## config.mk

```make
export PLATFORM = sky130hd
export DESIGN_NAME = temperature_calibrate_average_top_flat
export DESIGN_NICKNAME = d
export VERILOG_FILES = /design/src/hdl/tca_pkg.sv /design/src/hdl/tca_in_if.sv /design/src/hdl/tca_out_if.sv /design/src/hdl/tca_cfg_if.sv /design/src/hdl/temperature_calibrate_average_top.sv /design/src/hdl/tca_ram.sv /design/src/hdl/tca_div.sv /design/src/flat_wrapper.sv
export SDC_FILE = /design/constraint.sdc
export NUM_CORES = 1
export LEC_CHECK = 0
export ABC_AREA = 1
export BUFFER_PORTS_ARGS = -buffer_cell sky130_fd_sc_hd__buf_2
export CELL_PAD_IN_SITES_DETAIL_PLACEMENT = 2
export CELL_PAD_IN_SITES_GLOBAL_PLACEMENT = 2
export CORE_UTILIZATION = 35
export DETAILED_ROUTE_END_ITERATION = 7
export HOLD_SLACK_MARGIN = 0.05
export PLACE_DENSITY_LB_ADDON = 0.1
export SLEW_MARGIN = 20
export SYNTH_ARGS = -nofsm -noshare
export SYNTH_HDL_FRONTEND = slang
export SYNTH_SLANG_ARGS = --single-unit
```

## constraint.sdc

```tcl
create_clock -name clk_i -period 6.2 [get_ports clk_i]
set_clock_uncertainty 0.2 [all_clocks]
set_input_delay 0.62 -clock clk_i [delete_from_list [all_inputs] [get_ports clk_i]]
set_output_delay 0.62 -clock clk_i [all_outputs]
set_load 0.005 [all_outputs]
```

## src/hdl/tca_pkg.sv

```systemverilog
// ============================================================================
// Temperature calibrate and average: shared package
// Field widths, calibration and scaling constants, register indexes and the
// sequencer state type.
// ============================================================================
package tca_pkg;

  // Field widths.
  localparam int CAL_W  = 12;  // converter readings and calibration points
  localparam int DEG_W  = 10;  // whole degrees Celsius held in the ring
  localparam int CELS_W = 14;  // tenths of a degree Celsius
  localparam int FAHR_W = 15;  // tenths of a degree Fahrenheit
  localparam int USED_W = 4;   // sample count on the result channel

  // Signed width of (raw - low) * 55.
  localparam int CAL_NUM_W = 19;

  // Default averaging window.
  localparam int WINDOW_LEN_DEF = 10;

  // Calibration: 30 C and 85 C are the two reference points.
  localparam int CAL_BASE_DEG = 30;
  localparam int CAL_SPAN_DEG = 85 - 30;
  localparam int DEG_MIN      = -256;
  localparam int DEG_MAX      = 511;

  // Scaling to tenths: C10 = 10 * mean, F10 = 18 * mean + 320.
  localparam int C_SCALE  = 10;
  localparam int F_SCALE  = 18;
  localparam int F_OFFSET = 320;

  // Calibration register reset values.
  localparam logic [CAL_W-1:0] CAL_LOW_RESET  = 12'h000;
  localparam logic [CAL_W-1:0] CAL_HIGH_RESET = 12'hFFF;

  // Configuration register indexes.
  localparam int CFG_IDX_W = 1;

  typedef enum logic [CFG_IDX_W-1:0] {
    CFG_CAL_LOW  = 1'b0,
    CFG_CAL_HIGH = 1'b1
  } cfg_idx_e;

  // Sequencer states.
  typedef enum logic [3:0] {
    S_IDLE,
    S_CAL_GO,
    S_CAL_WAIT,
    S_WRITE,
    S_SUM,
    S_MUL,
    S_C_GO,
    S_C_WAIT,
    S_F_GO,
    S_F_WAIT,
    S_DONE
  } state_e;

endpackage

```

## src/hdl/tca_in_if.sv

```systemverilog
// ============================================================================
// Temperature calibrate and average: sample channel
// Valid/ready channel carrying one converter reading and the hold flag.
// ============================================================================
interface tca_in_if;
  logic                       valid;
  logic                       ready;
  logic [tca_pkg::CAL_W-1:0]  raw_sample;
  logic                       hold;

  modport source (output valid, output raw_sample, output hold, input ready);
  modport sink   (input valid, input raw_sample, input hold, output ready);
endinterface

```

## src/hdl/tca_out_if.sv

```systemverilog
// ============================================================================
// Temperature calibrate and average: result channel
// Valid/ready channel carrying the averaged temperature in both scales.
// ============================================================================
interface tca_out_if;
  logic                               valid;
  logic                               ready;
  logic signed [tca_pkg::CELS_W-1:0]  avg_celsius_tenths;
  logic signed [tca_pkg::FAHR_W-1:0]  avg_fahrenheit_tenths;
  logic        [tca_pkg::USED_W-1:0]  samples_used;
  logic                               cal_error;

  modport source (output valid, output avg_celsius_tenths, output avg_fahrenheit_tenths,
                  output samples_used, output cal_error, input ready);
  modport sink   (input valid, input avg_celsius_tenths, input avg_fahrenheit_tenths,
                  input samples_used, input cal_error, output ready);
endinterface

```

## src/hdl/tca_cfg_if.sv

```systemverilog
// ============================================================================
// Temperature calibrate and average: configuration channel
// Valid/ready write channel carrying a register index and write data.
// ============================================================================
interface tca_cfg_if;
  logic                           valid;
  logic                           ready;
  logic [tca_pkg::CFG_IDX_W-1:0]  index;
  logic [tca_pkg::CAL_W-1:0]      data;

  modport source (output valid, output index, output data, input ready);
  modport sink   (input valid, input index, input data, output ready);
endinterface

```

## src/hdl/temperature_calibrate_average_top.sv

```systemverilog
// ============================================================================
// Temperature calibrate and average: top level
// Two-point calibration of sensor readings and a moving average over a ring
// of calibrated samples, reported in tenths of degrees Celsius and Fahrenheit.
// ============================================================================
// Usage. Calibration points are written on cfg_i (index 0 is the reading at
// 30 C, index 1 the reading at 85 C); cfg_i is always ready and should only
// be written while the block is idle. Each beat on sample_i carries one raw
// reading; each accepted beat produces exactly one beat on result_o with the
// mean of the last samples_used calibrated samples.
// Items are taken one at a time and run through a sequencer that shares a
// single bit-serial divider for the calibration quotient and for the two
// mean quotients; the divider is 20 bits wide for the default window. The
// result becomes valid on result_o in the same cycle that sample_i is ready
// again. A bad calibration skips the first division. The summing pass reads
// one ring entry per cycle from the sample memory.
// A finished result sits in an output register, so sample_i is ready again as
// soon as the sequencer returns to idle; if result_o is stalled, the next
// item is worked on and then waits in its final state until the output
// register is free. Reset empties the ring (no sample counted), restores the
// default calibration points and drops any pending result.
// ============================================================================
module temperature_calibrate_average_top #(
  parameter int WINDOW_LEN = tca_pkg::WINDOW_LEN_DEF
) (
  input  logic      clk_i,
  input  logic      rst_ni,
  tca_cfg_if.sink   cfg_i,
  tca_in_if.sink    sample_i,
  tca_out_if.source result_o
);

  localparam int IDX_W = $clog2(WINDOW_LEN);
  localparam int CNT_W = $clog2(WINDOW_LEN + 1);
  localparam int SUM_W = tca_pkg::DEG_W + $clog2(WINDOW_LEN);
  localparam int DVD_W = (SUM_W + 6 > tca_pkg::CAL_NUM_W) ? SUM_W + 6 : tca_pkg::CAL_NUM_W;
  localparam int DSR_W = tca_pkg::CAL_W;
  localparam int DEG_W = tca_pkg::DEG_W;

  localparam logic signed [DVD_W-1:0] SPAN_K   = DVD_W'(tca_pkg::CAL_SPAN_DEG);
  localparam logic signed [DVD_W-1:0] C_MUL_K  = DVD_W'(tca_pkg::C_SCALE);
  localparam logic signed [DVD_W-1:0] F_MUL_K  = DVD_W'(tca_pkg::F_SCALE);
  localparam logic signed [DVD_W-1:0] F_OFS_K  = DVD_W'(tca_pkg::F_OFFSET);
  localparam logic signed [DVD_W:0]   BASE_K   = (DVD_W + 1)'(tca_pkg::CAL_BASE_DEG);
  localparam logic signed [DVD_W:0]   DMIN_K   = (DVD_W + 1)'(tca_pkg::DEG_MIN);
  localparam logic signed [DVD_W:0]   DMAX_K   = (DVD_W + 1)'(tca_pkg::DEG_MAX);
  localparam logic [IDX_W-1:0]        LAST_IDX = IDX_W'(WINDOW_LEN - 1);
  localparam logic [CNT_W-1:0]        FULL_CNT = CNT_W'(WINDOW_LEN);

  // --------------------------------------------------------------------------
  // Declarations
  // --------------------------------------------------------------------------
  tca_pkg::state_e state_q, state_d;

  logic [tca_pkg::CAL_W-1:0] cal_low_q, cal_high_q;

  // Per-item registers captured when a sample is accepted.
  logic signed [DVD_W-1:0] num_q;
  logic [DSR_W-1:0]        diff_q;
  logic                    err_q;
  logic                    hold_q;
  logic [CNT_W-1:0]        used_q;

  // Ring bookkeeping.
  logic [IDX_W-1:0] slot_q;
  logic [CNT_W-1:0] filled_q;

  // Summing pass.
  logic [IDX_W-1:0]        rd_ptr_q;
  logic [CNT_W-1:0]        rd_left_q;
  logic                    rd_vld_q;
  logic signed [SUM_W-1:0] sum_q;

  // Mean dividends and division results.
  logic signed [DVD_W-1:0]          dvd_c_q, dvd_f_q;
  logic                             div_neg_q;
  logic signed [DVD_W:0]            res_q;
  logic signed [tca_pkg::CELS_W-1:0] c10_q;

  // Output register.
  logic                               out_vld_q;
  logic signed [tca_pkg::CELS_W-1:0]  out_c_q;
  logic signed [tca_pkg::FAHR_W-1:0]  out_f_q;
  logic        [tca_pkg::USED_W-1:0]  out_used_q;
  logic                               out_err_q;

  // Sequencer outputs.
  logic in_ready;
  logic ram_wr_en;
  logic ram_rd_en;
  logic div_start;
  logic out_load;

  logic                    in_acc;
  logic                    cal_bad;
  logic signed [DVD_W-1:0] raw_ext, low_ext;
  logic signed [DVD_W-1:0] div_src;
  logic [DVD_W-1:0]        div_mag;
  logic [DSR_W-1:0]        div_dsr;
  logic                    div_done;
  logic [DVD_W-1:0]        div_quot;
  logic signed [DVD_W:0]   quot_signed;
  logic signed [DVD_W:0]   deg_full;
  logic signed [DEG_W-1:0] deg;
  logic [DEG_W-1:0]        ram_rd_data;
  logic signed [DVD_W-1:0] sum_ext, used_ext;

  // --------------------------------------------------------------------------
  // Configuration registers
  // --------------------------------------------------------------------------
  assign cfg_i.ready = 1'b1;

  always_ff @(posedge clk_i or negedge rst_ni) begin
    if (!rst_ni) begin
      cal_low_q  <= tca_pkg::CAL_LOW_RESET;
      cal_high_q <= tca_pkg::CAL_HIGH_RESET;
    end else if (cfg_i.valid) begin
      case (tca_pkg::cfg_idx_e'(cfg_i.index))
        tca_pkg::CFG_CAL_LOW:  cal_low_q  <= cfg_i.data;
        tca_pkg::CFG_CAL_HIGH: cal_high_q <= cfg_i.data;
        default: ;
      endcase
    end
  end

  // --------------------------------------------------------------------------
  // Sequencer
  // --------------------------------------------------------------------------
  assign in_acc  = sample_i.valid && in_ready;
  assign cal_bad = (cal_high_q <= cal_low_q);

  always_comb begin
    state_d = state_q;
    case (state_q)
      tca_pkg::S_IDLE: begin
        if (in_acc) begin
          state_d = cal_bad ? tca_pkg::S_WRITE : tca_pkg::S_CAL_GO;
        end
      end
      tca_pkg::S_CAL_GO:   state_d = tca_pkg::S_CAL_WAIT;
      tca_pkg::S_CAL_WAIT: begin
        if (div_done) begin
          state_d = tca_pkg::S_WRITE;
        end
      end
      tca_pkg::S_WRITE:    state_d = tca_pkg::S_SUM;
      tca_pkg::S_SUM: begin
        if ((rd_left_q == '0) && !rd_vld_q) begin
          state_d = tca_pkg::S_MUL;
        end
      end
      tca_pkg::S_MUL:      state_d = tca_pkg::S_C_GO;
      tca_pkg::S_C_GO:     state_d = tca_pkg::S_C_WAIT;
      tca_pkg::S_C_WAIT: begin
        if (div_done) begin
          state_d = tca_pkg::S_F_GO;
        end
      end
      tca_pkg::S_F_GO:     state_d = tca_pkg::S_F_WAIT;
      tca_pkg::S_F_WAIT: begin
        if (div_done) begin
          state_d = tca_pkg::S_DONE;
        end
      end
      tca_pkg::S_DONE: begin
        if (out_load) begin
          state_d = tca_pkg::S_IDLE;
        end
      end
      default:             state_d = tca_pkg::S_IDLE;
    endcase
  end

  always_comb begin
    in_ready  = 1'b0;
    ram_wr_en = 1'b0;
    ram_rd_en = 1'b0;
    div_start = 1'b0;
    out_load  = 1'b0;
    case (state_q)
      tca_pkg::S_IDLE:  in_ready  = 1'b1;
      tca_pkg::S_WRITE: ram_wr_en = 1'b1;
      tca_pkg::S_SUM:   ram_rd_en = (rd_left_q != '0);
      tca_pkg::S_CAL_GO, tca_pkg::S_C_GO, tca_pkg::S_F_GO: div_start = 1'b1;
      tca_pkg::S_DONE:  out_load  = !out_vld_q || result_o.ready;
      default: ;
    endcase
  end

  always_ff @(posedge clk_i or negedge rst_ni) begin
    if (!rst_ni) begin
      state_q <= tca_pkg::S_IDLE;
    end else begin
      state_q <= state_d;
    end
  end

  assign sample_i.ready = in_ready;

  // --------------------------------------------------------------------------
  // Item capture: calibration numerator, divisor and sample count
  // --------------------------------------------------------------------------
  assign raw_ext = $signed({{(DVD_W - tca_pkg::CAL_W){1'b0}}, sample_i.raw_sample});
  assign low_ext = $signed({{(DVD_W - tca_pkg::CAL_W){1'b0}}, cal_low_q});

  always_ff @(posedge clk_i) begin
    if (in_acc) begin
      num_q  <= (raw_ext - low_ext) * SPAN_K;
      diff_q <= cal_high_q - cal_low_q;
      err_q  <= cal_bad;
      hold_q <= sample_i.hold;
      used_q <= (filled_q == FULL_CNT) ? filled_q : filled_q + 1'b1;
    end
  end

  // --------------------------------------------------------------------------
  // Shared divider. Both divisors are positive, so the quotient takes the
  // sign of the dividend and truncation toward zero falls out of dividing
  // magnitudes.
  // --------------------------------------------------------------------------
  always_comb begin
    case (state_q)
      tca_pkg::S_CAL_GO: begin
        div_src = num_q;
        div_dsr = diff_q;
      end
      tca_pkg::S_C_GO: begin
        div_src = dvd_c_q;
        div_dsr = DSR_W'(used_q);
      end
      default: begin
        div_src = dvd_f_q;
        div_dsr = DSR_W'(used_q);
      end
    endcase
    div_mag = div_src[DVD_W-1] ? DVD_W'(-div_src) : DVD_W'(div_src);
  end

  tca_div #(
    .DVD_W (DVD_W),
    .DSR_W (DSR_W)
  ) u_div (
    .clk_i      (clk_i),
    .rst_ni     (rst_ni),
    .start_i    (div_start),
    .dividend_i (div_mag),
    .divisor_i  (div_dsr),
    .done_o     (div_done),
    .quot_o     (div_quot)
  );

  assign quot_signed = div_neg_q ? -$signed({1'b0, div_quot}) : $signed({1'b0, div_quot});

  always_ff @(posedge clk_i) begin
    if (div_start) begin
      div_neg_q <= div_src[DVD_W-1];
    end
    if (div_done) begin
      res_q <= quot_signed;
    end
    if (state_q == tca_pkg::S_F_GO) begin
      c10_q <= res_q[tca_pkg::CELS_W-1:0];
    end
  end

  // Calibrated degrees: quotient plus the 30 C base, saturated to the ring's
  // range. A bad calibration stands in as 30 C.
  always_comb begin
    deg_full = res_q + BASE_K;
    if (err_q) begin
      deg = DEG_W'(tca_pkg::CAL_BASE_DEG);
    end else if (deg_full < DMIN_K) begin
      deg = DEG_W'(tca_pkg::DEG_MIN);
    end else if (deg_full > DMAX_K) begin
      deg = DEG_W'(tca_pkg::DEG_MAX);
    end else begin
      deg = deg_full[DEG_W-1:0];
    end
  end

  // --------------------------------------------------------------------------
  // Sample ring and summing pass. The new sample goes straight into the sum
  // while it is written; the older entries are read back one per cycle,
  // walking backwards from the slot before it. Those reads never touch the
  // slot being written, and one item finishes before the next begins, so no
  // forwarding is needed.
  // --------------------------------------------------------------------------
  tca_ram #(
    .WIDTH (DEG_W),
    .DEPTH (WINDOW_LEN)
  ) u_ring (
    .clk_i     (clk_i),
    .wr_en_i   (ram_wr_en),
    .wr_addr_i (slot_q),
    .wr_data_i (deg),
    .rd_en_i   (ram_rd_en),
    .rd_addr_i (rd_ptr_q),
    .rd_data_o (ram_rd_data)
  );

  always_ff @(posedge clk_i or negedge rst_ni) begin
    if (!rst_ni) begin
      rd_vld_q  <= 1'b0;
      rd_left_q <= '0;
    end else if (state_q == tca_pkg::S_WRITE) begin
      rd_vld_q  <= 1'b0;
      rd_left_q <= used_q - 1'b1;
    end else begin
      rd_vld_q <= ram_rd_en;
      if (ram_rd_en) begin
        rd_left_q <= rd_left_q - 1'b1;
      end
    end
  end

  always_ff @(posedge clk_i) begin
    if (state_q == tca_pkg::S_WRITE) begin
      rd_ptr_q <= (slot_q == '0) ? LAST_IDX : slot_q - 1'b1;
      sum_q    <= $signed({{(SUM_W - DEG_W){deg[DEG_W-1]}}, deg});
    end else begin
      if (ram_rd_en) begin
        rd_ptr_q <= (rd_ptr_q == '0) ? LAST_IDX : rd_ptr_q - 1'b1;
      end
      if (rd_vld_q) begin
        sum_q <= sum_q + $signed({{(SUM_W - DEG_W){ram_rd_data[DEG_W-1]}}, ram_rd_data});
      end
    end
  end

  // --------------------------------------------------------------------------
  // Scaling: 10 * sum for Celsius tenths, 18 * sum + 320 * n for Fahrenheit
  // tenths; both are then divided by n.
  // --------------------------------------------------------------------------
  assign sum_ext  = $signed({{(DVD_W - SUM_W){sum_q[SUM_W-1]}}, sum_q});
  assign used_ext = $signed({{(DVD_W - CNT_W){1'b0}}, used_q});

  always_ff @(posedge clk_i) begin
    if (state_q == tca_pkg::S_MUL) begin
      dvd_c_q <= sum_ext * C_MUL_K;
      dvd_f_q <= sum_ext * F_MUL_K + used_ext * F_OFS_K;
    end
  end

  // --------------------------------------------------------------------------
  // Ring pointers advance when the result is handed to the output register,
  // unless the item asked to hold its slot.
  // --------------------------------------------------------------------------
  always_ff @(posedge clk_i or negedge rst_ni) begin
    if (!rst_ni) begin
      slot_q   <= '0;
      filled_q <= '0;
    end else if (out_load && !hold_q) begin
      slot_q <= (slot_q == LAST_IDX) ? '0 : slot_q + 1'b1;
      if (filled_q != FULL_CNT) begin
        filled_q <= filled_q + 1'b1;
      end
    end
  end

  // --------------------------------------------------------------------------
  // Output register
  // --------------------------------------------------------------------------
  always_ff @(posedge clk_i or negedge rst_ni) begin
    if (!rst_ni) begin
      out_vld_q <= 1'b0;
    end else if (out_load) begin
      out_vld_q <= 1'b1;
    end else if (result_o.ready) begin
      out_vld_q <= 1'b0;
    end
  end

  always_ff @(posedge clk_i) begin
    if (out_load) begin
      out_c_q    <= c10_q;
      out_f_q    <= res_q[tca_pkg::FAHR_W-1:0];
      out_used_q <= tca_pkg::USED_W'(used_q);
      out_err_q  <= err_q;
    end
  end

  assign result_o.valid                 = out_vld_q;
  assign result_o.avg_celsius_tenths    = out_c_q;
  assign result_o.avg_fahrenheit_tenths = out_f_q;
  assign result_o.samples_used          = out_used_q;
  assign result_o.cal_error             = out_err_q;

`ifndef SYNTHESIS
  // The backward walk must never read the slot that this item writes.
  a_rd_not_wr_slot: assert property (@(posedge clk_i) disable iff (!rst_ni)
    ram_rd_en |-> (rd_ptr_q != slot_q))
    else $error("ring read hits the slot being written");

  // The fill count and write slot stay inside the window.
  a_ring_bounds: assert property (@(posedge clk_i) disable iff (!rst_ni)
    (filled_q <= FULL_CNT) && (slot_q <= LAST_IDX))
    else $error("ring pointer out of range");

  // Once summing ends, the sum lies within n times the saturated range.
  a_sum_range: assert property (@(posedge clk_i) disable iff (!rst_ni)
    (state_q == tca_pkg::S_MUL) |->
      ((sum_q <= $signed({1'b0, used_q}) * tca_pkg::DEG_MAX) &&
       (sum_q >= $signed({1'b0, used_q}) * tca_pkg::DEG_MIN)))
    else $error("window sum out of range");

  // Averaging always covers at least the new sample and never more than the
  // entries written so far.
  a_used_count: assert property (@(posedge clk_i) disable iff (!rst_ni)
    (state_q == tca_pkg::S_WRITE) |->
      ((used_q != '0) && (used_q <= FULL_CNT) && (used_q <= filled_q + 1'b1)))
    else $error("sample count out of range");
`endif

endmodule

```

## src/hdl/tca_ram.sv

```systemverilog
// ============================================================================
// Temperature calibrate and average: generic RAM
// One write port and one read port, read data registered.
// ============================================================================
module tca_ram #(
  parameter int WIDTH = 8,
  parameter int DEPTH = 16
) (
  input  logic                     clk_i,
  input  logic                     wr_en_i,
  input  logic [$clog2(DEPTH)-1:0] wr_addr_i,
  input  logic [WIDTH-1:0]         wr_data_i,
  input  logic                     rd_en_i,
  input  logic [$clog2(DEPTH)-1:0] rd_addr_i,
  output logic [WIDTH-1:0]         rd_data_o
);

  logic [WIDTH-1:0] mem_q [DEPTH];
  logic [WIDTH-1:0] rd_data_q;

  always_ff @(posedge clk_i) begin
    if (wr_en_i) begin
      mem_q[wr_addr_i] <= wr_data_i;
    end
    if (rd_en_i) begin
      rd_data_q <= mem_q[rd_addr_i];
    end
  end

  assign rd_data_o = rd_data_q;

endmodule

```

## src/hdl/tca_div.sv

```systemverilog
// ============================================================================
// Temperature calibrate and average: iterative divider
// Unsigned restoring divider producing one quotient bit per cycle.
// ============================================================================
module tca_div #(
  parameter int DVD_W = 20,
  parameter int DSR_W = 12
) (
  input  logic             clk_i,
  input  logic             rst_ni,
  input  logic             start_i,
  input  logic [DVD_W-1:0] dividend_i,
  input  logic [DSR_W-1:0] divisor_i,
  output logic             done_o,
  output logic [DVD_W-1:0] quot_o
);

  localparam int CNT_W = $clog2(DVD_W + 1);

  logic             busy_q, busy_d;
  logic             done_q, done_d;
  logic [CNT_W-1:0] cnt_q, cnt_d;
  logic [DVD_W-1:0] work_q;
  logic [DSR_W-1:0] rem_q;
  logic [DSR_W-1:0] dsr_q;

  logic [DSR_W:0]   rem_sh;
  logic [DSR_W+1:0] trial;
  logic             fits;

  // One restoring step: shift in the next dividend bit and try to subtract.
  always_comb begin
    rem_sh = {rem_q, work_q[DVD_W-1]};
    trial  = {1'b0, rem_sh} - {2'b00, dsr_q};
    fits   = ~trial[DSR_W+1];
  end

  always_comb begin
    busy_d = busy_q;
    done_d = 1'b0;
    cnt_d  = cnt_q;
    if (start_i) begin
      busy_d = 1'b1;
      cnt_d  = CNT_W'(DVD_W);
    end else if (busy_q) begin
      cnt_d = cnt_q - 1'b1;
      if (cnt_q == CNT_W'(1)) begin
        busy_d = 1'b0;
        done_d = 1'b1;
      end
    end
  end

  always_ff @(posedge clk_i or negedge rst_ni) begin
    if (!rst_ni) begin
      busy_q <= 1'b0;
      done_q <= 1'b0;
      cnt_q  <= '0;
    end else begin
      busy_q <= busy_d;
      done_q <= done_d;
      cnt_q  <= cnt_d;
    end
  end

  // The dividend shifts out at the top while quotient bits enter at the bottom.
  always_ff @(posedge clk_i) begin
    if (start_i) begin
      work_q <= dividend_i;
      rem_q  <= '0;
      dsr_q  <= divisor_i;
    end else if (busy_q) begin
      work_q <= {work_q[DVD_W-2:0], fits};
      rem_q  <= fits ? trial[DSR_W-1:0] : rem_sh[DSR_W-1:0];
    end
  end

  assign done_o = done_q;
  assign quot_o = work_q;

endmodule
```

## src/flat_wrapper.sv

```systemverilog
// flat-port wrapper written by rule: the top's interface ports become plain ports
module temperature_calibrate_average_top_flat 
#(
  parameter int WINDOW_LEN = tca_pkg::WINDOW_LEN_DEF
)
  (clk_i, rst_ni, cfg_i_valid, cfg_i_index, cfg_i_data, cfg_i_ready, sample_i_valid, sample_i_raw_sample, sample_i_hold, sample_i_ready, result_o_valid, result_o_avg_celsius_tenths, result_o_avg_fahrenheit_tenths, result_o_samples_used, result_o_cal_error, result_o_ready);
  tca_cfg_if cfg_i_i ();
  tca_in_if sample_i_i ();
  tca_out_if result_o_i ();
  input  logic clk_i;
  input  logic rst_ni;
  input wire logic [$bits(cfg_i_i.valid)-1:0] cfg_i_valid;
  input wire logic [$bits(cfg_i_i.index)-1:0] cfg_i_index;
  input wire logic [$bits(cfg_i_i.data)-1:0] cfg_i_data;
  output wire logic [$bits(cfg_i_i.ready)-1:0] cfg_i_ready;
  input wire logic [$bits(sample_i_i.valid)-1:0] sample_i_valid;
  input wire logic [$bits(sample_i_i.raw_sample)-1:0] sample_i_raw_sample;
  input wire logic [$bits(sample_i_i.hold)-1:0] sample_i_hold;
  output wire logic [$bits(sample_i_i.ready)-1:0] sample_i_ready;
  output wire logic [$bits(result_o_i.valid)-1:0] result_o_valid;
  output wire logic [$bits(result_o_i.avg_celsius_tenths)-1:0] result_o_avg_celsius_tenths;
  output wire logic [$bits(result_o_i.avg_fahrenheit_tenths)-1:0] result_o_avg_fahrenheit_tenths;
  output wire logic [$bits(result_o_i.samples_used)-1:0] result_o_samples_used;
  output wire logic [$bits(result_o_i.cal_error)-1:0] result_o_cal_error;
  input wire logic [$bits(result_o_i.ready)-1:0] result_o_ready;
  assign cfg_i_i.valid = cfg_i_valid;
  assign cfg_i_i.index = cfg_i_index;
  assign cfg_i_i.data = cfg_i_data;
  assign cfg_i_ready = cfg_i_i.ready;
  assign sample_i_i.valid = sample_i_valid;
  assign sample_i_i.raw_sample = sample_i_raw_sample;
  assign sample_i_i.hold = sample_i_hold;
  assign sample_i_ready = sample_i_i.ready;
  assign result_o_valid = result_o_i.valid;
  assign result_o_avg_celsius_tenths = result_o_i.avg_celsius_tenths;
  assign result_o_avg_fahrenheit_tenths = result_o_i.avg_fahrenheit_tenths;
  assign result_o_samples_used = result_o_i.samples_used;
  assign result_o_cal_error = result_o_i.cal_error;
  assign result_o_i.ready = result_o_ready;
  temperature_calibrate_average_top #(.WINDOW_LEN(WINDOW_LEN)) u_core (.clk_i(clk_i), .rst_ni(rst_ni), .cfg_i(cfg_i_i), .sample_i(sample_i_i), .result_o(result_o_i));
endmodule
```

# [Word level (Yosys, flattened, before mapping)]
# Memory sizes are Yosys's and may differ from the RTL's. A register that Yosys moved wholly into a read port is not among the register bits.
# Index checks and enable logic that the tools add are counted.
# Widths: inputs -> output; s select.
[word_totals] in_bits=31 ff_bits=258 word_cells=144 latch_bits=0 mem_bits_rw=100 n_memories=1 rom_bits=0
[mem_list] memory="u_core.u_ring.mem_q" words=10 width=10 rd=1 rd_ports_with_merged_regs=1 write_ports=1 line_no="tca_ram.sv:18" source="logic [WIDTH-1:0] mem_q [DEPTH];"
[classes] mul=4 bitwise=2 n_eq_ne=20 n_lt_le_gt_ge=3 shifts=0 div=0 mux=46 n_reduce_logical=21 add_sub_neg=15
[ops] op="$mux 20" count=4
[ops] op="$mux 4" count=15
[ops] op="$pmux 4 s11" count=1
[ops] op="$pmux 20 s2" count=1
[ops] op="$mux 10" count=3
[ops] op="$mux 14" count=2
[ops] op="$add 21x6->21 const B" count=1
[ops] op="$gt 21x10->1 const B" count=1
[ops] op="$lt 21x9->1 const B" count=1
[ops] op="$neg 20->21" count=1
[ops] op="$add 20x20->20" count=1
[ops] op="$eq 4x4->1 const B" count=5
[ops] op="$mul 20x7->20 const B" count=1
[ops] op="$neg 20->20" count=1
[ops] op="$mul 14x5->19 const B" count=1
[ops] op="$mul 14x4->18 const B" count=1
[ops] op="$eq 4x3->1 const B" count=4
[ops] op="$logic_not 4->1" count=4
[ops] op="$mux 1" count=16
[ops] op="$sub 4x1->4 const B" count=4
[ops] op="$add 14x10->14" count=1
[ops] op="$sub 13x12->14" count=1
[ops] op="$sub 12x12->13" count=1
[ops] op="$le 12x12->1" count=1
[ops] op="22 further kinds" count=39

# [Depth between registers and ports, before layout]
# Gate-level depths: netlist of run 1.
[logic_depth] depth_word=6 depth_mapped=28 ltp_nobuf=28

# [By module]
# From an unflattened synthesis of run 1, not the netlist that was laid out.
[unflattened] hier_cells=2484 hier_area_um2=22579.2
[modules_own_cells] mod="temperature_calibrate_average_top" cells_per_inst=1697 area_each_um2=15015.7 instances=1
[modules_own_cells] mod="tca_ram" cells_per_inst=413 area_each_um2=4599.4 instances=1
[modules_own_cells] mod="tca_div" cells_per_inst=374 area_each_um2=2964.1 instances=1

# [Worst setup path before layout of run 1]
# No wires, ideal clock.
[synth_timing] path_type="input-to-reg" startpoint="in sample_i_raw_sample[0]" endpoint="reg u_core.num_q[18], data pin" arrival_time_ns=5.284 setup_time_ns=0.258 cell_stages=26 required_time_ns=5.742 path_slack_ns=0.458 cell_sequence="inv_1 -> ha_1 -> inv_1 -> fa_1 -> a21oi_1 -> o21bai_1 -> a21oi_1 -> o21ai_0 -> xnor2_1 -> nor2_1 -> inv_1 -> nand2_1 -> fa_1 -> inv_1 -> fa_1 -> inv_1 -> fa_1 -> inv_1 -> ha_1 -> a21oi_1 -> o21ai_0 -> a221oi_1 -> o21ai_0 -> nand3_1 -> nand2_1 -> xor2_1"
[synth_between] elab_chain_cells=2
[synth_lines] element="start: declaration" line_no="flat_wrapper.sv:17" source="input wire logic [$bits(sample_i_i.raw_sample)-1:0] sample_i_raw_sample;"
[synth_lines] element="$sub 12x12->13" line_no="temperature_calibrate_average_top.sv:208" source="num_q <= (raw_ext - low_ext) * SPAN_K;"
[synth_lines] element="$mul 20x7->20" line_no="temperature_calibrate_average_top.sv:208"
[synth_lines] element="end signal: assignment" line_no="temperature_calibrate_average_top.sv:208"
[synth_lines] element="end: declaration" line_no="temperature_calibrate_average_top.sv:58" source="logic signed [DVD_W-1:0] num_q;"
# Every way passes these cells.
# A chain may end at the register's enable or synchronous reset.

# [Final worst setup path of run 1]
[layout_timing] startpoint="reg u_core.cal_low_q[4] in the netlist's numbering" endpoint="reg u_core.num_q[19], data pin"
[layout_between] elab_chain_cells=2
[layout_lines] element="start: declaration" line_no="temperature_calibrate_average_top.sv:55" source="logic [tca_pkg::CAL_W-1:0] cal_low_q, cal_high_q;"
[layout_lines] element="start signal: assignment" line_no="temperature_calibrate_average_top.sv:115" source="cal_low_q <= tca_pkg::CAL_LOW_RESET;"
[layout_lines] element="start signal: assignment" line_no="temperature_calibrate_average_top.sv:119" source="tca_pkg::CFG_CAL_LOW: cal_low_q <= cfg_i.data;"
[layout_lines] element="$sub 12x12->13" line_no="temperature_calibrate_average_top.sv:208"
[layout_lines] element="$mul 20x7->20" line_no="temperature_calibrate_average_top.sv:208"
# Every way passes these cells.

==> results.toml, run 1 <==
[outcome]
outcome = "complete, no violations"

[worst_setup_path]
crit_required_ns = 6.35
max_stage_delay_ns = 0.58
critPathSlowestCell = "fa_1"
cp_max_fo = 5
crit_chain = "inv_1 -> ha_1 -> inv_1 -> nor3_1 -> nand2_1 -> o211ai_1 -> nand3_1 -> nand2_1 -> nand3_1 -> nand2_1 -> xor2_2 -> inv_1 -> ha_1 -> ha_1 -> inv_1 -> fa_1 -> fa_1 -> inv_1 -> ha_1 -> a21oi_1 -> o21ai_0 -> a21oi_1 -> nand3_1 -> xor2_1"
cp_common_cell = "inv_1"
crit_type = "register to register"
end_kind = "register"
worstSetupStartpointType = "register"
cp.arrival_ns = 5.90

[synth]
synthArstFlopShare = 0.1346
synthFlopType = "edfxtp_1"
syn_nets = 2533
avgSynthCellArea_um2 = 9.452
synth_edf_count = 303
ys_warn_count = 0
yosysUniqueCellTypes = 60
syn_area_mm2 = 0.02178
postSynthCellCount = 2304
synth-seq-area-share = 0.4858
ys_seq_elements = 364

[job]
drv_cap = 0

[detailed_routing]
first_pass_iters = 5
drtIter0Drc = 632
vias_per_cell = 4.976
routedWlPerCell_um = 19.48
ant_nets = 0
num_vias = 16300
drc = 0
routed_wl_um = 63830

[sta]
tightest_slew_ns = 1.113
hold_viol_final = 0
maxSlewHeadroom = 0.2502
setup_ws_ns = 0.4500
rsz0062_at_grt = "no"
fin_crit_sh = 0.9274
setup_viol = 0
max_freq_ghz = 0.1739
drv_slew = 0
finalCriticalPeriod_ns = 5.750

[place]
routabilityCongestion = 0.8360
hpwl_um = 48860
numPortBuffers = 66
pre_cts_slack_ns = -0.01748

[floorplanning]
start_util = 0.3536
die_width_um = 251.4
dieArea_mm2 = 0.06322
die_height_um = 251.4
pin_count = 68
rows = 91
coreArea_mm2 = 0.06160

[cts]
clk_pin_slew_ns = 0.06
cts_sinks = 364
clkLatencyLatePin_ns = 0.61
htreeDepth = 2
cts_buffer_depth = 3
cts_made_buffers = 46
cts_root_buffer = "clkbuf_16"
cts_tree = "yes"

[global_route]
grt_overflow_total = 0
grt_use_total = 0.2066
antenna_found_initial = 3
grt_pass1_vias = 18170
grt_start_max_net_pins = 55
grt_pass1_wl_um = 101600

[layout]
final_common_cell = "nand2_1"
syn_to_final_growth_pct = 13.64
final_cell_mix = "468 x nand2_1, 307 x inv_1, 303 x edfxtp_1, 223 x nor2_1, 159 x ha_1"
layout-drive-gt1-share = 0.09307
final_nets = 2631
fillers = 6630
antenna_cells = 0

[min_path]
holdCritPathClass = "input port to register"
area by class of cell:
type	instances	area, um2	share of cell area
clock inverter	21	257.7	0.01041
multi-input combinational	1578	9873	0.3989
inverter	316	1189	0.04803
tap	837	1047	0.04232
timing repair buffer	96	563.0	0.02275
sequential	364	10580	0.4275
clock buffer	64	1239	0.05005
what timing repair did:
action,CTS,global route
setup endpoints to repair,0,4
endpoints found under the hold margin,22,0
hold buffers,3,0
resized for setup,0,5
setup buffers,0,0
per-layer routing:
| metal | track usage | up-vias | routed length, um |
|---|---|---|---|
| li1 | - | 7923 | - |
| met1 | 0.2823 | 8135 | 30790 |
| met2 | 0.3470 | 169 | 30100 |
| met3 | 0.02796 | 74 | 1820 |
| met4 | 0.04826 | 0 | 1114 |
| met5 | 0 | - | 0 |
cells by family (layout without fill, tap and decap cells):
| family | Yosys count | count (layout) | share of synthesized area |
|---|---|---|---|
| compound gates | 362 | 362 | 0.09870 |
| xor+xnor | 137 | 137 | 0.05510 |
| fa+ha+maj | 198 | 198 | 0.1272 |
| buf+inv | 362 | 497 | 0.06412 |
| flops | 364 | 364 | 0.4858 |
| mux | 1 | 1 | 0.0004596 |
| other cells | 1 | 1 | 0.0001722 |
| simple gates | 879 | 879 | 0.1684 |
path summary, 6_finish.rpt:
path                                      from                                endpoint  slack, ns  cells after the start
max                        u_core.cal_low_q[4]                        u_core.num_q[19]       0.45                     24
min                              cfg_i_data[8]                    u_core.cal_high_q[8]       0.09                      3
max reg2reg                u_core.cal_low_q[4]                        u_core.num_q[19]       0.45                     24
min reg2reg                   u_core.c10_q[13]  u_core.result_o.avg_celsius_tenths[13]       0.22                      0
max in group asynchronous               rst_ni                     u_core.cal_low_q[1]       4.65                      3
min in group asynchronous               rst_ni                   u_core.result_o.valid       0.53                      3
Yosys cell counts (3+ instances only):
cell type    n  area share
nand2_4      4      0.0021
and2_1       4      0.0011
o31ai_1      4      0.0014
o32ai_1     20      0.0080
ha_1       159       0.091
nor2_1     228       0.039
nand2_2      4      0.0011
buf_4        4      0.0014
a21oi_1     99       0.023
o22ai_1      9      0.0026
nand4_1     21      0.0060
o21bai_1     8      0.0028
inv_1      308       0.053
nand2_1    468       0.081
clkbuf_1    35      0.0060
edfxtp_1   303        0.42
xor2_1      96       0.039
nor2_2       8      0.0023
o21ai_0    143       0.033
nand3b_1     4      0.0014
nand3_1    101       0.023
xnor2_1     41       0.016
nor3_1      19      0.0044
nor2_4       5      0.0026
dfxtp_1     12       0.011
a21o_1      14      0.0048
dfstp_2     12       0.014
a21boi_0     3      0.0010
nand3_2      3      0.0014
buf_2        4     0.00092
o21a_1       3      0.0010
o211ai_1    18      0.0062
a31oi_1     12      0.0034
dfrtp_1     37       0.043
o2111ai_1    3      0.0012
inv_2        6      0.0010
nor4_1       3     0.00086
fa_1        39       0.036
o21ai_2      3      0.0012
or2_2        6      0.0017
o21ai_1      6      0.0014
worst max-delay path: cells and delay by family, from the launching register on:
family | cells | cell delay, ns
adders and majority gates | 6 | 2.51
and+or+nand+nor | 7 | 0.86
AOI/OAI and AO/OA | 4 | 0.81
buffers and inverters | 5 | 0.46
DFF | 1 | 0.36
xor gates and xnor gates | 2 | 0.35
metrics by stage:
step	TNS, ns	util	hold WS [ns]	std cells	cell area [um2]
after CTS	0	0.4013	0.06402	3276	24720
final	0	0.4018	0.09046	3276	24750
after global placement	0	0.3765	0.2018	3188	23190
after detailed placement	-0.01748	0.3765	0.2059	3188	23190
after global routing	0	0.4018	0.08183	3276	24750
after floorplan	0	-	0.1244	2304	21780
registers in the layout, indices dropped and copies added (netlist names), 10 cells and up:
| register | cells |
|---|---|
| u_core.result_o.avg_celsius_tenths | 14 |
| u_core.dvd_f_q | 17 |
| u_core.cal_low_q | 12 |
| u_core.result_o.avg_fahrenheit_tenths | 15 |
| u_core.num_q | 20 |
| u_core.dvd_c_q | 18 |
| u_core.res_q | 21 |
| u_core.u_div.dsr_q | 12 |
| u_core.u_ring.mem_q | 100 |
| u_core.diff_q | 12 |
| u_core.sum_q | 14 |
| u_core.c10_q | 14 |
| u_core.cal_high_q | 12 |
| u_core.u_ring.rd_data_o | 10 |
| u_core.u_div.quot_o | 20 |
| u_core.u_div.rem_q | 12 |
Power of run 1 is left out: the tool's default activity adds up to more than one toggle a clock period on the data nets, which glitch-free logic cannot reach.
==> run 2: changes to the inputs <==
Settings changed: CORE_UTILIZATION 35 to 40, RECOVER_POWER set to 25, REMOVE_ABC_BUFFERS set to 1.
==> run 2 against run 1 <==
Effect of this change:
- critical endpoint is now u_core.num_q[13]
- critical path depth rose by 1
- worst hold slack got worse by 0.010 ns
- register-to-register slack got worse by 0.11 ns
- via count increased by 1.6%
- the flow now finishes with violations (capacitance limit, slew limit)
- maximum frequency down 1.9%
==> results.toml, run 2 (synthesized netlist as in run 1, its figures left out) <==
[outcome]
outcome = "complete, but fails checks"
violations = "capacitance limit, slew limit"

[floorplanning]
die_height_um = 235.3
dieArea_mm2 = 0.05538
coreArea_mm2 = 0.05381
rows = 85
pin_count = 68
die_width_um = 235.3
start_util = 0.4047

[place]
placed_cells = 3042
placed_area_mm2 = 0.02297
routabilityCongestion = 0.8482
numPortBuffers = 66
hpwl_um = 49190

[layout]
syn_to_final_growth_pct = 12.91
postLayoutCellArea_mm2 = 0.02459
largest_reg_flops = 100
final_cell_mix = "469 x nand2_1, 307 x inv_1, 303 x edfxtp_1, 223 x nor2_1, 159 x ha_1"
utilization = 0.4569
stdcell_count = 3128
reg.largest.list = "u_core.u_ring.mem_q: 100 flops, u_core.res_q: 21 flops"
final_nets = 2625
final_common_cell = "nand2_1"
regMostFlops = "u_core.u_ring.mem_q"
layout-drive-gt1-share = 0.09091

[worst_setup_path]
critPathSlowestCell = "fa_1"
crit_required_ns = 6.31
cp.arrival_ns = 5.98
r2r_setup_slack_ns = 0.34
cp_common_cell = "inv_1"
reg2reg_to = "u_core.num_q[13]"
worstSetupStartpointType = "register"
r2r_start = "u_core.cal_low_q[4]"
crit_type = "register to register"
worstRegToRegCells = 25
cp_max_fo = 5
max_stage_delay_ns = 0.55
end_kind = "register"

[sta]
maxSlewHeadroom = -1.111
setup_viol = 0
hold_viol_final = 0
hold_slack_ns = 0.07999
finalCriticalPeriod_ns = 5.864
drv_slew = 50
max_freq_ghz = 0.1705
fin_crit_sh = 0.9458
tightest_slew_ns = 3.167

[detailed_routing]
num_vias = 16570
first_pass_iters = 6
vias_per_cell = 5.297
routed_wl_um = 65240
drtIter0Drc = 912
routedWlPerCell_um = 20.86
ant_nets = 0
drc = 0

[min_path]
hold_depth = 3
worstHoldStart = "cfg_i_data[9]"
holdCritPathClass = "input port to register"
worstHoldEndpoint = "u_core.cal_high_q[9]"

[cts]
clkLatencyLatePin_ns = 0.58
cts_buffer_depth = 3
cts_tree = "yes"
cts_sinks = 364
clk_pin_slew_ns = 0.05
cts_root_buffer = "clkbuf_16"
cts_made_buffers = 43
htreeDepth = 2

[global_route]
grt_use_total = 0.2380
antenna_found_initial = 6
grt_pass1_vias = 18470
grt_start_max_net_pins = 55
grt_pass1_wl_um = 103400
grt_overflow_total = 0

[job]
drv_cap = 1
==> run 2: changes by cell type in the layout (fill, tap and decap cells not counted), sizes merged <==
cell and change:
clkinv +2, bufinv +4, clkbuf -7, clkinvlp +2
buf -6, diode +1, inv -3
==> run 2: worst max-delay path: cells and delay by family, from the launching register on <==
family / cells / cell delay [ns]
flip-flops: 1 / 0.36
buffers and inverters: 7 / 0.52
AND/OR/NAND/NOR: 8 / 1.24
adder cells (fa/ha/maj): 6 / 2.63
AO/OA/AOI/OAI: 2 / 0.41
XOR/XNOR: 2 / 0.26
==> run 2: per-layer routing <==
layer	share of wire	vias up	GRT usage	routed length (um)
li1	-	7920	-	-
met1	0.46	8346	0.3135	29810
met2	0.49	220	0.4148	32160
met3	0.031	79	0.02990	2037
met4	0.018	4	0.05902	1205
met5	0.00044	-	0	29
==> run 2: timing repair <==
action                                  in CTS  in global routing
buffers inserted                             0                  0
endpoints found under the hold margin       39                  0
endpoints found under the setup margin       0                  4
hold buffers                                 3                  0
resized for setup                            0                  8
==> run 2: worst max path at each step <==
stage / from / endpoint / slack (ns) / cells after the start
floorplan: sample_i_raw_sample[0] / u_core.num_q[18] / 0.46 / 26
global placement: sample_i_raw_sample[0] / u_core.num_q[18] / 0.16 / 27
detailed placement: sample_i_raw_sample[0] / u_core.num_q[18] / -0.09 / 27
CTS: u_core.cal_low_q[0] / u_core.num_q[18] / 0.19 / 25
global route: u_core.cal_low_q[4] / u_core.num_q[18] / -0.05 / 26
finish: u_core.cal_low_q[4] / u_core.num_q[13] / 0.34 / 25
==> run 2: metrics by stage <==
| stage | setup WS, ns | setup TNS, ns |
|---|---|---|
| after floorplan | 0.4582 | 0 |
| after global placement | 0.1588 | 0 |
| after detailed placement | -0.08960 | -0.08960 |
| after CTS | 0.1902 | 0 |
| after global routing | -0.04915 | -0.08936 |
| final | 0.3359 | 0 |
==> run 2: final cells by class <==
type	instances	area, um2
Antenna cell	1	2.502
Fill cell	5779	29220
Sequential cell	364	10580
Timing Repair Buffer	93	556.8
Multi-Input combinational cell	1578	9857
Tap cell	696	870.8
Clock inverter	26	342.8
Clock buffer	54	1190
Inverter	316	1189
Power of run 2 is left out for the same reason.
==> run 3: changes to the inputs <==
Settings changed: MAX_ROUTING_LAYER set to met4.
==> run 3 against run 2 <==
Effect of this change:
- the flow still finishes with violations (capacitance limit, slew limit)
- sequential cell count unchanged
- maximum frequency decreased by 1.3%
- cell count is essentially flat
- register-to-register slack lost 0.08 ns
- core utilization is 0.35 points lower
- routed wire length decreased by 1.5%
- critical endpoint unchanged
==> results.toml, run 3 (synthesized netlist as in run 1, its figures left out) <==
[global_route]
grt_overflow_total = 0
grt_pass1_vias = 18550
grt-busiest-layer = "met2"
antenna_found_initial = 1
use_met3 = 0.02697
grt_pass1_wl_um = 102900
grt_use_total = 0.2437
use_met1 = 0.3088
grt_start_max_net_pins = 55
use_met2 = 0.4171

[floorplanning]
die_width_um = 235.3
pin_count = 68
dieArea_mm2 = 0.05538
die_height_um = 235.3
coreArea_mm2 = 0.05381
start_util = 0.4047
rows = 85

[sta]
fin_crit_sh = 0.9582
maxSlewHeadroom = -1.130
hold_viol_final = 0
drv_slew = 50
tightest_slew_ns = 3.195
max_freq_ghz = 0.1683
setup_ws_ns = 0.2590
rsz0062_at_grt = "yes"
finalCriticalPeriod_ns = 5.941
setup_viol = 0

[layout]
antenna_cells = 0
postLayoutCellArea_mm2 = 0.02440
largest_reg_flops = 100
regMostFlops = "u_core.u_ring.mem_q"
final_common_cell = "nand2_1"
utilization = 0.4535
syn_to_final_growth_pct = 12.05
layout-drive-gt1-share = 0.08646
final_cell_mix = "469 x nand2_1, 307 x inv_1, 303 x edfxtp_1, 223 x nor2_1, 159 x ha_1"
final_nets = 2625
reg.largest.list = "u_core.u_ring.mem_q: 100 flops, u_core.res_q: 21 flops"

[place]
hpwl_um = 48960
placed_area_mm2 = 0.02298
pre_cts_slack_ns = -0.06692
numPortBuffers = 66
routabilityCongestion = 0.8472

[worst_setup_path]
cp.arrival_ns = 6.06
critPathSlowestCell = "fa_1"
crit_type = "register to register"
cpLargestDelayFamily = "adder cells"
cp_common_cell = "inv_1"
crit_required_ns = 6.32
worstSetupStartpointType = "register"
max_stage_delay_ns = 0.54
end_kind = "register"
cp_max_fo = 4
worstPathBufferInverterCount = 6

[cts]
cts_made_buffers = 44
cts_sinks = 364
cts_setup_buffers = 0
cts_tree = "yes"
cts_root_buffer = "clkbuf_16"
clk_pin_slew_ns = 0.06
cts_buffer_depth = 3
htreeDepth = 2
clkLatencyLatePin_ns = 0.59

[job]
drv_cap = 1

[outcome]
violations = "capacitance limit, slew limit"
outcome = "complete, but fails checks"

[detailed_routing]
first_pass_iters = 5
vias_per_cell = 5.317
routed_wl_um = 64240
ant_nets = 0
routedWlPerCell_um = 20.56
drtIter0Drc = 769
drc = 0
num_vias = 16620

[min_path]
holdCritPathClass = "input port to register"
## run 3: changes by cell type in the layout (fill, tap and decap cells not counted), sizes merged, moves of 2 or more
| cell | delta |
|---|---|
| buf | -3 |
| clkbuf | +2 |
| bufinv | -6 |
| clkinv | +3 |
## run 3: worst paths after layout
check                                    start                                endpoint  slack, ns  cells after the start
min in group asynchronous               rst_ni                     u_core.u_div.done_o       1.50                      3
setup / recovery           u_core.cal_low_q[2]                        u_core.num_q[13]       0.26                     25
hold / removal                   cfg_i_data[7]                    u_core.cal_high_q[7]       0.08                      3
hold reg to reg               u_core.c10_q[11]  u_core.result_o.avg_celsius_tenths[11]       0.23                      0
setup reg to reg           u_core.cal_low_q[2]                        u_core.num_q[13]       0.26                     25
max in group asynchronous               rst_ni                    u_core.cal_low_q[11]       2.44                      3
## run 3: layout make-up
cell class | count | area, um2
clock buffer | 55 | 1172
clock inverter | 24 | 195.2
fill | 5829 | 29410
inverter | 316 | 1189
multi-input combinational | 1578 | 9838
sequential | 364 | 10580
tap | 696 | 870.8
timing repair buffer | 92 | 558.0
## run 3: layer usage
metal,part of all wire,vias to the layer above,routed length [um]
met5,0,-,0
met4,0.018,0,1168
met3,0.027,73,1756
met2,0.50,191,31970
met1,0.46,8422,29350
li1,-,7930,-
## run 3: metrics by stage
stage | setup TNS, ns | hold WS, ns | std cells
after global routing | -0.2828 | 0.08463 | 3125
final | 0 | 0.08463 | 3125
after CTS | 0 | 0.05282 | 3124
after floorplan | 0 | 0.1244 | 2258
after detailed placement | -0.06692 | 0.2142 | 3041
after global placement | 0 | 0.2010 | 3040
## run 3: worst register-to-register path, stage by stage (launching register included)
cell	delay, ns
dfrtp_1	0.37
inv_1	0.15
ha_1	0.31
a21oi_1	0.16
nand2_1	0.13
nand2_1	0.09
o211ai_1	0.13
nand3_1	0.11
nand2_1	0.09
xnor2_1	0.40
inv_1	0.10
ha_1	0.32
inv_1	0.06
fa_1	0.48
inv_1	0.06
fa_1	0.54
inv_1	0.06
fa_1	0.53
inv_1	0.04
ha_1	0.34
nand2_1	0.14
nor4_1	0.40
a21o_1	0.26
nand3_1	0.09
nand2_1	0.08
xor2_1	0.06
## run 3: repair_timing
item,CTS,global route
resized for setup,0,3
endpoints found under the hold margin,40,0
hold buffers,4,0
endpoints found under the setup margin,0,4
Power of run 3 is left out for the same reason.
